$ cat src/design/f2fq_pkg.sv
`timescale 1ns / 1ps
// ----------------------------------------------------------------------------
// f2fq_pkg: shared types and constants
// Register indexes, field widths and the result record of the quantizer.
// ----------------------------------------------------------------------------
package f2fq_pkg;

    localparam int IDX_W  = 1;

    localparam logic [IDX_W-1:0] REG_SCALE    = 1'b0;
    localparam logic [IDX_W-1:0] REG_SYM_MODE = 1'b1;

    localparam logic [7:0] SCALE_RST = 8'sd16;

    localparam logic [31:0] POS_LIMIT = 32'h7FFF_FFFF;
    localparam logic [31:0] NEG_LIMIT = 32'h8000_0000;

    typedef struct packed {
        logic [31:0] value;
        logic        ovf;
        logic        unf;
        logic        asym;
        logic        batch_end;
    } result_t;

endpackage

$ cat src/design/float_to_fixed_rne_quantizer.sv
`timescale 1ns / 1ps
// ----------------------------------------------------------------------------
// float_to_fixed_rne_quantizer: scaled float to int32 quantizer
// Items pass an input and a result register; one per cycle when not stalled.
// ----------------------------------------------------------------------------
// One result per weight. Each item is taken into the input register, then
// into the result register once that is free or drains; one item per cycle
// is sustained while out_stall is low. An output stall holds the result
// register; the input stalls only once both registers hold items. A single
// conversion pass (shift, round, saturate) sits between the two registers.
module float_to_fixed_rne_quantizer
(
    input  logic        clk,
    input  logic        rst_n,
    input  logic        cfg_we,
    input  logic [f2fq_pkg::IDX_W-1:0] cfg_index,
    input  logic [7:0]  cfg_data,
    input  logic        in_valid,
    output logic        in_stall,
    input  logic [31:0] weight_bits,
    input  logic        batch_end,
    output logic        out_valid,
    input  logic        out_stall,
    output logic [31:0] quantized_value,
    output logic        overflow_flag,
    output logic        underflow_flag,
    output logic        asymmetric_flag,
    output logic        batch_end_out
);

    logic [7:0]        scale_reg;
    logic              sym_reg;
    logic              s1_valid_reg;
    logic [31:0]       s1_weight_reg;
    logic              s1_be_reg;
    logic              out_valid_reg;
    f2fq_pkg::result_t out_reg;
    f2fq_pkg::result_t res_next;
    logic              advance;

    // stage 1 moves when the output register is free or drains
    assign advance  = !out_valid_reg || !out_stall;
    assign in_stall = s1_valid_reg && !advance;

    // configuration writes
    always_ff @(posedge clk or negedge rst_n)
    begin
        if (!rst_n)
        begin
            scale_reg <= f2fq_pkg::SCALE_RST;
            sym_reg   <= 1'b1;
        end
        else if (cfg_we)
        begin
            case (cfg_index)
                f2fq_pkg::REG_SCALE:    scale_reg <= cfg_data;
                f2fq_pkg::REG_SYM_MODE: sym_reg   <= cfg_data[0];
                default: ;
            endcase
        end
    end

    // hold input register
    always_ff @(posedge clk or negedge rst_n)
    begin
        if (!rst_n)
            s1_valid_reg <= 1'b0;
        else if (!in_stall)
            s1_valid_reg <= in_valid;
    end

    always_ff @(posedge clk)
    begin
        if (in_valid && !in_stall)
        begin
            s1_weight_reg <= weight_bits;
            s1_be_reg     <= batch_end;
        end
    end

    f2fq_core u_core
    (
        .weight     (s1_weight_reg),
        .batch_end  (s1_be_reg),
        .pow2_shift (scale_reg),
        .sym_mode   (sym_reg),
        .res        (res_next)
    );

    // result register
    always_ff @(posedge clk or negedge rst_n)
    begin
        if (!rst_n)
            out_valid_reg <= 1'b0;
        else if (advance)
            out_valid_reg <= s1_valid_reg;
    end

    always_ff @(posedge clk)
    begin
        if (advance && s1_valid_reg)
            out_reg <= res_next;
    end

    assign out_valid       = out_valid_reg;
    assign quantized_value = out_reg.value;
    assign overflow_flag   = out_reg.ovf;
    assign underflow_flag  = out_reg.unf;
    assign asymmetric_flag = out_reg.asym;
    assign batch_end_out   = out_reg.batch_end;

`ifndef SYNTH
    a_flags_excl: assert property (@(posedge clk) disable iff (!rst_n)
        out_valid_reg |-> $countones({out_reg.ovf, out_reg.unf, out_reg.asym}) <= 1)
        else $error("more than one result flag set");
    a_ovf_value: assert property (@(posedge clk) disable iff (!rst_n)
        (out_valid_reg && out_reg.ovf) |-> out_reg.value == f2fq_pkg::POS_LIMIT)
        else $error("overflow without positive limit");
    a_asym_zero: assert property (@(posedge clk) disable iff (!rst_n)
        (out_valid_reg && out_reg.asym) |-> out_reg.value == 32'd0)
        else $error("rejected item with nonzero value");
    a_stage_hold: assert property (@(posedge clk) disable iff (!rst_n)
        (s1_valid_reg && !advance) |=> s1_valid_reg && $stable(s1_weight_reg))
        else $error("input register lost while stalled");
`endif

endmodule

$ cat src/design/f2fq_core.sv
`timescale 1ns / 1ps
// ----------------------------------------------------------------------------
// f2fq_core: combinational conversion
// Decodes one float, scales by a power of two, rounds half to even, saturates.
// ----------------------------------------------------------------------------
module f2fq_core
(
    input  logic [31:0]          weight,
    input  logic                 batch_end,
    input  logic [7:0]           pow2_shift,
    input  logic                 sym_mode,
    output f2fq_pkg::result_t    res
);

    logic        neg;
    logic [7:0]  ex;
    logic [23:0] man;
    logic signed [10:0] t;
    logic [5:0]  n;
    logic [32:0] mag;
    logic [54:0] shl;
    logic [23:0] q;
    logic [23:0] rem_mask;
    logic [23:0] rem;
    logic [23:0] half;
    logic        is_nan;
    logic        is_inf;

    // decode fields and effective exponent
    always_comb
    begin
        neg    = weight[31];
        ex     = weight[30:23];
        man    = {(ex != 8'd0), weight[22:0]};
        is_nan = (ex == 8'hFF) && (weight[22:0] != 23'd0);
        is_inf = (ex == 8'hFF) && (weight[22:0] == 23'd0);
        if (ex == 8'd0)
            t = 11'sd1 - 11'sd150 + 11'(signed'(pow2_shift));
        else
            t = signed'({3'd0, ex}) - 11'sd150 + 11'(signed'(pow2_shift));
        n = (t < 0) ? ((-t >= 11'sd25) ? 6'd25 : 6'((-t))) : 6'd0;
    end

    // shift and round
    always_comb
    begin
        q        = man >> n;
        rem_mask = (n >= 6'd24) ? 24'hFFFFFF : ((24'd1 << n) - 24'd1);
        rem      = man & rem_mask;
        half     = (n == 6'd0) ? 24'd0 : (24'd1 << (n - 6'd1));
        shl      = {31'd0, man} << t[4:0];
        mag      = 33'd0;
        if (t >= 0)
        begin
            // any bit past 32 means the value is far out of range
            if ((t >= 11'sd32) || (|shl[54:33]))
                mag = 33'h1_0000_0000;
            else
                mag = shl[32:0];
        end
        else if (n < 6'd25)
        begin
            if ((rem > half) || ((rem == half) && q[0]))
                mag = {9'd0, q} + 33'd1;
            else
                mag = {9'd0, q};
        end
    end

    // saturate and select special cases
    always_comb
    begin
        res           = '0;
        res.batch_end = batch_end;
        if (!sym_mode)
            res.asym = 1'b1;
        else if (is_nan)
            res.value = '0;
        else if (is_inf)
        begin
            res.value = neg ? f2fq_pkg::NEG_LIMIT : f2fq_pkg::POS_LIMIT;
            res.unf   = neg;
            res.ovf   = !neg;
        end
        else if (neg)
        begin
            if (mag > 33'h0_8000_0000)
            begin
                res.value = f2fq_pkg::NEG_LIMIT;
                res.unf   = 1'b1;
            end
            else
                res.value = 32'd0 - mag[31:0];
        end
        else
        begin
            if (mag > 33'h0_7FFF_FFFF)
            begin
                res.value = f2fq_pkg::POS_LIMIT;
                res.ovf   = 1'b1;
            end
            else
                res.value = mag[31:0];
        end
    end

endmodule

$ cat config.mk
export PLATFORM = sky130hd
export DESIGN_NAME = float_to_fixed_rne_quantizer
export DESIGN_NICKNAME = d
export VERILOG_FILES = /design/src/design/f2fq_pkg.sv /design/src/design/float_to_fixed_rne_quantizer.sv /design/src/design/f2fq_core.sv
export SDC_FILE = /design/constraint.sdc
export NUM_CORES = 1
export LEC_CHECK = 0
export ABC_CLOCK_PERIOD_IN_PS = 28300
export BUFFER_PORTS_ARGS = -buffer_cell sky130_fd_sc_hd__buf_2
export CAP_MARGIN = 40
export CORE_MARGIN = 5
export CORE_UTILIZATION = 55
export CTS_CLUSTER_DIAMETER = 60
export DETAILED_ROUTE_END_ITERATION = 7
export PLACE_DENSITY = 0.74
export SLEW_MARGIN = 20
export SYNTH_ARGS = -nofsm -noshare
export SYNTH_HDL_FRONTEND = slang
export SYNTH_SLANG_ARGS = --single-unit
$ cat constraint.sdc
create_clock -name clk -period 28.3 [get_ports clk]
set_input_delay 5.66 -clock clk [delete_from_list [all_inputs] [get_ports clk]]
set_output_delay 5.66 -clock clk [all_outputs]
set_load 0.05 [all_outputs]
==> results of run 1 <==
==> synthesized netlist by cell type, drive strengths merged, types with 16 or more instances <==
library cell	number	area share, %
a211oi	20	1.4
nor2	137	4.8
nor4	38	2.2
nor3	44	2.4
o211ai	22	1.5
a31oi	19	1.4
xnor2	21	1.7
edfxtp	69	19
buf	44	2.5
nand4	35	2.0
a21oi	92	4.3
nand3	52	2.6
and2	19	1.1
o21ai	114	5.2
inv	27	0.92
xor2	16	1.3
ha	41	4.7
o31ai	16	1.1
mux2i	37	3.4
nand2b	21	1.2
a21o	23	1.6
mux2	17	1.7
nand2	151	5.2
clkbuf	72	2.5
or2	20	1.1
==> path summary, 6_finish.rpt <==
path,slack [ns],endpoint,cells past startpoint,from
max,14.70,quantized_value[11]$_SDFFCE_PP0P_,48,s1_weight_reg[28]$_DFFE_PP_
max in group asynchronous,22.89,scale_reg[4]$_DFFE_PN1P_,1,rst_n
min in group asynchronous,5.12,scale_reg[1]$_DFFE_PN0P_,1,rst_n
min,0.43,batch_end_out$_DFFE_PP_,0,s1_be_reg$_DFFE_PP_
max reg2reg,14.70,quantized_value[11]$_SDFFCE_PP0P_,48,s1_weight_reg[28]$_DFFE_PP_
min reg2reg,0.43,batch_end_out$_DFFE_PP_,0,s1_be_reg$_DFFE_PP_
==> per-layer routing <==
| layer | track usage (%) | wire length (um) | up-vias |
|---|---|---|---|
| met5 | 0 | 0 | - |
| met1 | 48.0 | 16700 | 5516 |
| met4 | 23.8 | 3190 | 0 |
| met3 | 6.90 | 4560 | 193 |
| li1 | - | - | 5502 |
| met2 | 55.4 | 18100 | 856 |
==> worst max-delay path: cells and delay by family (launching register included) <==
| kind | cells | cell delay, ns |
|---|---|---|
| AOI/OAI and AO/OA | 17 | 3.77 |
| adders and majority gates | 6 | 1.85 |
| DFF | 1 | 0.48 |
| buffers and inverters | 7 | 1.54 |
| and+or+nand+nor | 18 | 5.77 |
==> logic make-up after synthesis <==
| group | after synthesis |
|---|---|
| XOR/XNOR | 37 |
| buffers and inverters | 144 |
| multiplexers | 66 |
| flip-flops | 80 |
| AO/OA/AOI/OAI | 466 |
| adder cells (fa/ha/maj) | 42 |
| AND/OR/NAND/NOR | 595 |
==> metrics by stage <==
stage,hold slack [ns],area [um^2]
4_1_cts,0.429,11800
6_report,0.428,11900
2_1_floorplan,0.400,11000
3_5_place_dp,0.409,11500
5_1_grt,0.432,11900
3_3_place_gp,0.402,11500
==> where the power goes <==
| group | switching (mW) | leakage [nW] | internal [mW] | total, mW |
|---|---|---|---|---|
| Sequential | 0.0147 | 0.799 | 0.149 | 0.164 |
| Clock | 0.0651 | 0.143 | 0.0625 | 0.128 |
| Combinational | 0.566 | 3.49 | 0.276 | 0.842 |
| Total | 0.646 | 4.43 | 0.488 | 1.13 |
==> final cells by class <==
class | instances | area share [%]
timing repair buffer | 116 | 6.02
tap | 265 | 2.80
multi-input combinational | 1206 | 68.0
sequential | 80 | 19.8
clock buffer | 9 | 1.90
inverter | 28 | 0.886
clock inverter | 7 | 0.612
==> flow_summary_export.csv, run 1 <==
group,metric,value,unit
route,route.vias.total,12100,
sta,setup_ws,14.70,ns
cts,insertion_delay,0.39,ns
route,drt_iter0_markers,1530,
flow_run,max_cap_viol_count,0,
route,vias_per_cell,7.05,
die,dieHeight,152,um
sta,period_needed,13.60,ns
final_layout,n_antenna_cell,0,
sta,grt_setup_unrepaired,"false",
sta,setup_violations,0,
yosys,synth_top_flop_cell,"edfxtp_1",
final_layout,layout_common_cells,"nand2_1, nor2_1, o21ai_0",
sta,finalMaxSlewViolations,0,
worst_setup_path,startpoint_type,"flop",
yosys,synth-simple-area-share,27.8,%
power,total_power,1.13,mW
yosys,synth-xor-area-share,2.94,%
grt,grt_pass1_wl,64800,um
worst_setup_path,cp-end-kind,"flop",
power,ir_drop,41.2,uV
sta,fmax,73.5,MHz
place,gp_congestion,1.03,
final_layout,multiInputGateArea,8060,um^2
route,postRouteAntennaNets,0,
final_layout,seq_area,2350,um^2
grt,grt_pass1_vias,11100,
final_layout,drive_gt1_share,15.8,%
die,die_w,152,um
grt,grtUsageTotal,36.7,%
hold_path,hold_path_class,"reg2reg",
final_layout,fillerInstances,1785,
route,drc,0,
yosys,ys_seq_elements,80,
yosys,syn_inst,1430,
worst_setup_path,crit_path_max_fanout,36,
cts,cts_buffer_depth,2,
yosys,synth_top_family_by_area,"compound AO/OA/AOI/OAI gates",
cts,cts_tree,"built",
yosys,synthAdderAreaFrac,4.83,%
grt,antenna_found_initial,0,
die,fp.dieArea,23000,um^2
cts,h-tree-depth,3,
outcome,outcome,"completed",
worst_setup_path,criticalPathCategory,"reg2reg",
yosys,synth-compound-area-share,29.6,%
final_layout,finalNetCount,1530,
worst_setup_path,cp_slowest_cell,"nor4_1",
worst_setup_path,worstPathArrival,13.83,ns
cts,cts.clk_slew.worst_paths,0.09,ns
yosys,syn_area,11000,um^2
route,wl_per_cell,24.8,um
die,core_area,19600,um^2
worst_setup_path,max_stage_delay,0.71,ns
yosys,ys_seq_area_share,21.3,%
route,wl,42500,um
sta,worst_slew_pin_slew,0.923,ns
power,p_leak,4.43,nW
die,io_pins,85,
final_layout,final_core_util,60.5,%
yosys,avgSynthCellArea,7.71,um^2
sta,finalCritPeriodShare,48.1,%
yosys,async_flop_share,13.8,%
grt,grt-ovfl-total,0,
place,place_ws,14.99,ns
final_layout,final_cells,1711,
grt,grt_max_degree,67,
die,rows,51,
cts,cts_resized,0,
final_layout,synthToLayoutAreaGrowth,7.54,%
final_layout,final_common_cell,"nand2_1",
place,dpl.hpwl,31400,um
cts,cts_setup_buffers,0,
sta,slew_headroom,37.8,%
yosys,synth_edf_count,69,
sta,hold_viol_final,0,
cts,clock_sinks,80,
yosys,yosysWarnings,0,
yosys,synth.distinct_cells,109,
sta,finClkSkew,0.0267,ns
cts,numCtsBuffers,9,
die,start_util,56.3,%
place,io_buffers,84,
worst_setup_path,worstPathRequired,28.53,ns
yosys,syn_nets,1519,
yosys,synthMuxAreaShare,7.55,%
cts,root_buffer,"clkbuf_16",
cts,postCtsHoldBufs,0,
route,dr.pass1.iters,8,
power,power.density,95.6,nW/um^2
place,place_inst,1691,
sta,setup_tns,0,ns
Note: power is estimated with default switching activity, not from simulation.
==> run 2: changes to the inputs <==
--- a/config.mk
+++ b/config.mk
@@ -5,7 +5,8 @@
 export SDC_FILE = /design/constraint.sdc
 export NUM_CORES = 1
 export LEC_CHECK = 0
-export ABC_CLOCK_PERIOD_IN_PS = 28300
+export ABC_AREA = 1
+export ABC_CLOCK_PERIOD_IN_PS = 13100
 export BUFFER_PORTS_ARGS = -buffer_cell sky130_fd_sc_hd__buf_2
 export CAP_MARGIN = 40
 export CORE_MARGIN = 5
==> constraint.sdc (replaced) <==
create_clock -name clk -period 13.1 [get_ports clk]
set_input_delay 2.62 -clock clk [delete_from_list [all_inputs] [get_ports clk]]
set_output_delay 2.62 -clock clk [all_outputs]
set_load 0.05 [all_outputs]
==> flow_summary_export.csv, run 2 <==
group,metric,value,unit
cts,h-tree-depth,3,
worst_setup_path,cp_slowest_cell,"clkinv_1",
power,p_seq_share,15.3,%
power,ir_drop,100,uV
yosys,ys_seq_area_share,23.1,%
place,place_area,10700,um^2
route,vias_per_cell,5.94,
sta,period_needed,11.48,ns
sta,setup_ws,1.62,ns
sta,setup_violations,0,
die,die_w,146,um
die,io_pins,85,
yosys,yosysWarnings,0,
power,combPwrFrac,72.9,%
sta,fmax,87.1,MHz
final_layout,fillerInstances,1812,
die,dieHeight,146,um
final_layout,drive_gt1_share,11.9,%
yosys,yosys.area.top_type,"edfxtp_1",
hold_path,min-delay-start,"s1_be_reg$_DFFE_PP_",
sta,finalCritPeriodShare,87.6,%
yosys,syn_nets,1753,
flow_run,max_cap_viol_count,0,
route,drc,0,
cts,cts.clk_slew.worst_paths,0.06,ns
power,p_sw,1.32,mW
worst_setup_path,worstPathRequired,13.31,ns
final_layout,final_cells,1945,
yosys,synth_top_flop_cell,"edfxtp_1",
sta,setup_tns,0,ns
yosys,syn_area,10200,um^2
sta,grt_setup_unrepaired,"false",
worst_setup_path,crit_path_start,"s1_weight_reg[28]$_DFFE_PP_",
yosys,synth_edf_count,69,
cts,cts_buffer_depth,2,
final_layout,synthToLayoutAreaGrowth,8.29,%
worst_setup_path,startpoint_type,"flop",
die,start_util,56.1,%
final_layout,final_core_util,60.8,%
worst_setup_path,worstPathArrival,11.69,ns
route,dr.pass1.iters,7,
final_layout,n_antenna_cell,0,
yosys,avgSynthCellArea,6.10,um^2
grt,grt-ovfl-total,0,
sta,finClkSkew,0.0125,ns
power,internal-power,965,uW
power,p_leak,5.48,nW
worst_setup_path,timing.rr.start,"s1_weight_reg[28]$_DFFE_PP_",
route,wl,34400,um
grt,grtUsageTotal,31.2,%
place,gp_congestion,1.04,
power,power.density,207,nW/um^2
grt,grt_max_degree,51,
final_layout,final_cell_area,11000,um^2
route,postRouteAntennaNets,0,
route,drt_iter0_markers,1257,
final_layout,layout_common_cells,"nand2_1, nand3_1, inv_1",
place,dpl.hpwl,27600,um
cts,clock_sinks,80,
worst_setup_path,crit_path_max_fanout,21,
sta,hold_viol_final,0,
sta,finalMaxSlewViolations,0,
cts,numCtsBuffers,9,
yosys,synthTopCellsByCount,"nand2_1, nand3_1, inv_1",
worst_setup_path,max_stage_delay,0.73,ns
route,wl_per_cell,17.7,um
cts,cts_tree,"built",
grt,grt_pass1_wl,53900,um
die,fp.dieArea,21300,um^2
yosys,netlist_top_cells_area,"edfxtp_1, nand2_1, nand3_1",
worst_setup_path,cp-end-kind,"flop",
final_layout,finalNetCount,1800,
die,rows,49,
yosys,async_flop_share,13.8,%
cts,insertion_delay,0.35,ns
route,route.vias.total,11600,
cts,postCtsHoldBufs,0,
sta,slew_headroom,44.3,%
worst_setup_path,criticalPathCategory,"reg2reg",
cts,root_buffer,"clkbuf_16",
outcome,outcome,"completed",
grt,antenna_found_initial,0,
place,place_inst,1929,
yosys,synth.distinct_cells,59,
power,clkPwrFrac,11.7,%
power,total_power,2.28,mW
yosys,syn_inst,1664,
die,core_area,18100,um^2
final_layout,final_common_cell,"nand2_1",
yosys,ys_seq_elements,80,
yosys,synth_top_area_share,20.4,%
yosys,synth_most_common_cell,"nand2_1",
place,io_buffers,84,
power,p_sw_share,57.7,%
cts,cts_resized,0,
final_layout,seq_area,2350,um^2
grt,grt_pass1_vias,10400,
cts,cts_setup_buffers,0,
final_layout,multiInputGateArea,6730,um^2
sta,worst_slew_pin_slew,0.830,ns
sta,holdWs,0.442,ns
hold_path,hold_path_class,"reg2reg",
place,place_ws,2.01,ns
run 2: changes by cell type after synthesis, moves of 20 or more:
cell	before	now
clkbuf_1	71	28
a21o_1	23	0
nor4_1	37	9
nand3_1	49	257
o21ai_1	9	29
o21ai_0	105	132
nand2_1	150	462
nand2b_1	21	0
mux2i_1	37	15
a21oi_1	89	33
inv_1	25	177
inv_2	2	28
run 2: worst paths after layout:
check                                                   end  slack (ns)  cells after the start
min                                 batch_end_out$_DFFE_PP_        0.44                      0
min in group asynchronous          scale_reg[7]$_DFFE_PN0P_        2.12                      1
max in group asynchronous               sym_reg$_DFFE_PN1P_       10.72                      1
max reg2reg                quantized_value[2]$_SDFFCE_PP0P_        1.62                     66
min reg2reg                         batch_end_out$_DFFE_PP_        0.44                      0
max                        quantized_value[2]$_SDFFCE_PP0P_        1.62                     66
run 2: power groups by stage:
stage               Clock (mW)  Combinational [mW]  Sequential, mW
floorplan                    0                1.15           0.444
global placement             0                1.60           0.355
detailed placement           0                1.62           0.355
CTS                      0.271                1.62           0.350
global route             0.285                1.83           0.354
finish                   0.267                1.66           0.350
run 2: kinds of logic (layout without fill, tap and decap cells):
| kind of cell | after synthesis | count (layout) | share of synthesized area [%] |
|---|---|---|---|
| buffers and inverters | 268 | 320 | 10.7 |
| adders and majority gates | 42 | 42 | 5.25 |
| muxes | 22 | 22 | 2.26 |
| and+or+nand+nor | 1007 | 1007 | 45.0 |
| DFF | 80 | 80 | 23.1 |
| AOI/OAI and AO/OA | 229 | 229 | 12.3 |
| xor gates and xnor gates | 16 | 16 | 1.38 |
run 2: layout make-up:
class / instances / share of cell area, %
inverter: 213 / 7.34
clock buffer: 11 / 2.12
multi-input combinational: 1316 / 61.2
timing repair buffer: 91 / 4.59
sequential: 80 / 21.4
clock inverter: 5 / 0.740
tap: 229 / 2.61
run 2: per-layer routing:
layer  up-vias  GRT usage (%)  routed length (um)
met1      5213           42.4               14800
met4         0           12.3                1420
met2       593           49.5               15300
met3        89           5.14                2860
li1       5656              -                   -
met5         -              0                   0
run 2: critical path, delay by kind of cell (launching register included):
kind	cells	cell delay [ns]
AO/OA/AOI/OAI	5	0.89
adder cells (fa/ha/maj)	6	1.48
buffers and inverters	14	2.34
flip-flops	1	0.44
AND/OR/NAND/NOR	41	6.14
==> run 3: changes to the inputs <==
--- a/config.mk
+++ b/config.mk
@@ -5,15 +5,14 @@
 export SDC_FILE = /design/constraint.sdc
 export NUM_CORES = 1
 export LEC_CHECK = 0
-export ABC_AREA = 1
-export ABC_CLOCK_PERIOD_IN_PS = 13100
+export ABC_CLOCK_PERIOD_IN_PS = 10100
 export BUFFER_PORTS_ARGS = -buffer_cell sky130_fd_sc_hd__buf_2
 export CAP_MARGIN = 40
 export CORE_MARGIN = 5
 export CORE_UTILIZATION = 55
 export CTS_CLUSTER_DIAMETER = 60
 export DETAILED_ROUTE_END_ITERATION = 7
-export PLACE_DENSITY = 0.74
+export PLACE_DENSITY = 0.77
 export SLEW_MARGIN = 20
 export SYNTH_ARGS = -nofsm -noshare
 export SYNTH_HDL_FRONTEND = slang
==> constraint.sdc (replaced) <==
create_clock -name clk -period 10.1 [get_ports clk]
set_input_delay 2.02 -clock clk [delete_from_list [all_inputs] [get_ports clk]]
set_output_delay 2.02 -clock clk [all_outputs]
set_load 0.05 [all_outputs]
==> flow_summary_export.csv, run 3 (synthesis results as in run 1) <==
group,metric,value,unit
power,power.density,272,nW/um^2
place,place_area,12000,um^2
power,p_leak,4.80,nW
sta,worst_slew_pin_slew,0.923,ns
die,rows,51,
sta,setup_ws,0.320,ns
final_layout,final_cells,1772,
place,dpl.hpwl,32900,um
sta,finalMaxSlewViolations,0,
die,die_w,152,um
final_layout,synthToLayoutAreaGrowth,15.0,%
final_layout,n_antenna_cell,0,
route,drc,0,
sta,setup_violations,0,
cts,h-tree-depth,3,
die,fp.dieArea,23000,um^2
worst_setup_path,crit_path_max_fanout,11,
final_layout,final_common_cell,"nand2_1",
hold_path,min-delay-start,"s1_be_reg$_DFFE_PP_",
worst_setup_path,worstPathRequired,10.30,ns
grt,grt_pass1_wl,66200,um
worst_setup_path,timing.rr.start,"s1_weight_reg[28]$_DFFE_PP_",
sta,hold_viol_final,0,
final_layout,final_cell_area,12700,um^2
route,drt_iter0_markers,1554,
worst_setup_path,criticalPathCategory,"reg2reg",
route,vias_per_cell,7.13,
worst_setup_path,cp_slowest_cell,"or4_1",
final_layout,layout_common_cells,"nand2_1, nor2_1, o21ai_0",
sta,period_needed,9.78,ns
power,total_power,3.45,mW
cts,numCtsBuffers,9,
place,place_ws,-0.0652,ns
worst_setup_path,cp-end-kind,"flop",
sta,finClkSkew,0.0131,ns
worst_setup_path,cpMostUsedCell,"a21o_1",
grt,grtUsageTotal,37.7,%
sta,holdWs,0.431,ns
worst_setup_path,worstPathArrival,9.98,ns
hold_path,hold_path_class,"reg2reg",
grt,grt_pass1_vias,11600,
route,route.vias.total,12600,
die,start_util,56.3,%
worst_setup_path,crit_path_start,"s1_weight_reg[28]$_DFFE_PP_",
cts,cts.clk_slew.worst_paths,0.08,ns
flow_run,max_cap_viol_count,0,
route,postRouteAntennaNets,0,
cts,insertion_delay,0.36,ns
route,wl_per_cell,25.0,um
die,io_pins,85,
route,wl,44300,um
sta,slew_headroom,38.4,%
die,core_area,19600,um^2
power,ir_drop,139,uV
worst_setup_path,max_stage_delay,0.56,ns
grt,grt-ovfl-total,0,
die,dieHeight,152,um
worst_setup_path,startpoint_type,"flop",
outcome,outcome,"completed",
final_layout,final_core_util,64.7,%
place,io_buffers,84,
place,gp_congestion,1.10,
sta,fmax,102,MHz
route,dr.pass1.iters,6,
sta,setup_tns,0,ns
cts,postCtsHoldBufs,0,
final_layout,finalNetCount,1591,
cts,cts_tree,"built",
place,place_inst,1739,
cts,cts_buffer_depth,2,
cts,clock_sinks,80,
final_layout,drive_gt1_share,22.0,%
cts,root_buffer,"clkbuf_16",
sta,finalCritPeriodShare,96.8,%
grt,antenna_found_initial,0,
grt,grt_max_degree,39,
run 3: worst paths after layout:
check | end | slack, ns | cells past startpoint
max | quantized_value[13]$_SDFFCE_PP0P_ | 0.32 | 47
min | batch_end_out$_DFFE_PP_ | 0.43 | 0
max reg2reg | quantized_value[13]$_SDFFCE_PP0P_ | 0.32 | 47
min reg2reg | batch_end_out$_DFFE_PP_ | 0.43 | 0
max in group asynchronous | sym_reg$_DFFE_PN1P_ | 8.31 | 1
min in group asynchronous | scale_reg[3]$_DFFE_PN0P_ | 1.52 | 1
run 3: worst max-delay path: cells and delay by family (launching register included):
kind                     cells  cell delay, ns
AO/OA/AOI/OAI               20            3.53
multiplexers                 1            0.22
AND/OR/NAND/NOR             16            3.50
adder cells (fa/ha/maj)      4            0.98
buffers and inverters        6            0.87
flip-flops                   1            0.50
run 3: per-layer routing:
| metal | up-vias | share of wire [%] | track usage (%) |
|---|---|---|---|
| met5 | - | 0 | 0 |
| met4 | 0 | 7.2 | 21.4 |
| met3 | 224 | 11 | 7.64 |
| met2 | 916 | 43 | 58.5 |
| met1 | 5869 | 39 | 48.9 |
| li1 | 5622 | - | - |
run 3: where the power goes:
group	internal (mW)	switching, mW
combinational	0.939	1.68
clock	0.218	0.146
sequential	0.417	0.0463
run 3: what timing repair did:
| action | 4_1_cts | 5_1_grt |
|---|---|---|
| gates resized for setup | 1 | 50 |
| setup endpoints to repair | 13 | 30 |
| setup buffers | 2 | 12 |
| gates cloned | 0 | 2 |
| pin swaps | 0 | 11 |
run 3: cell type report:
class / instances / area [um^2]
Clock buffer: 10 / 229
Inverter: 28 / 105
Multi-Input combinational cell: 1206 / 8380
Tap cell: 265 / 332
Clock inverter: 6 / 90.1
Sequential cell: 80 / 2350
Fill cell: 1728 / 6910
Timing Repair Buffer: 177 / 1190
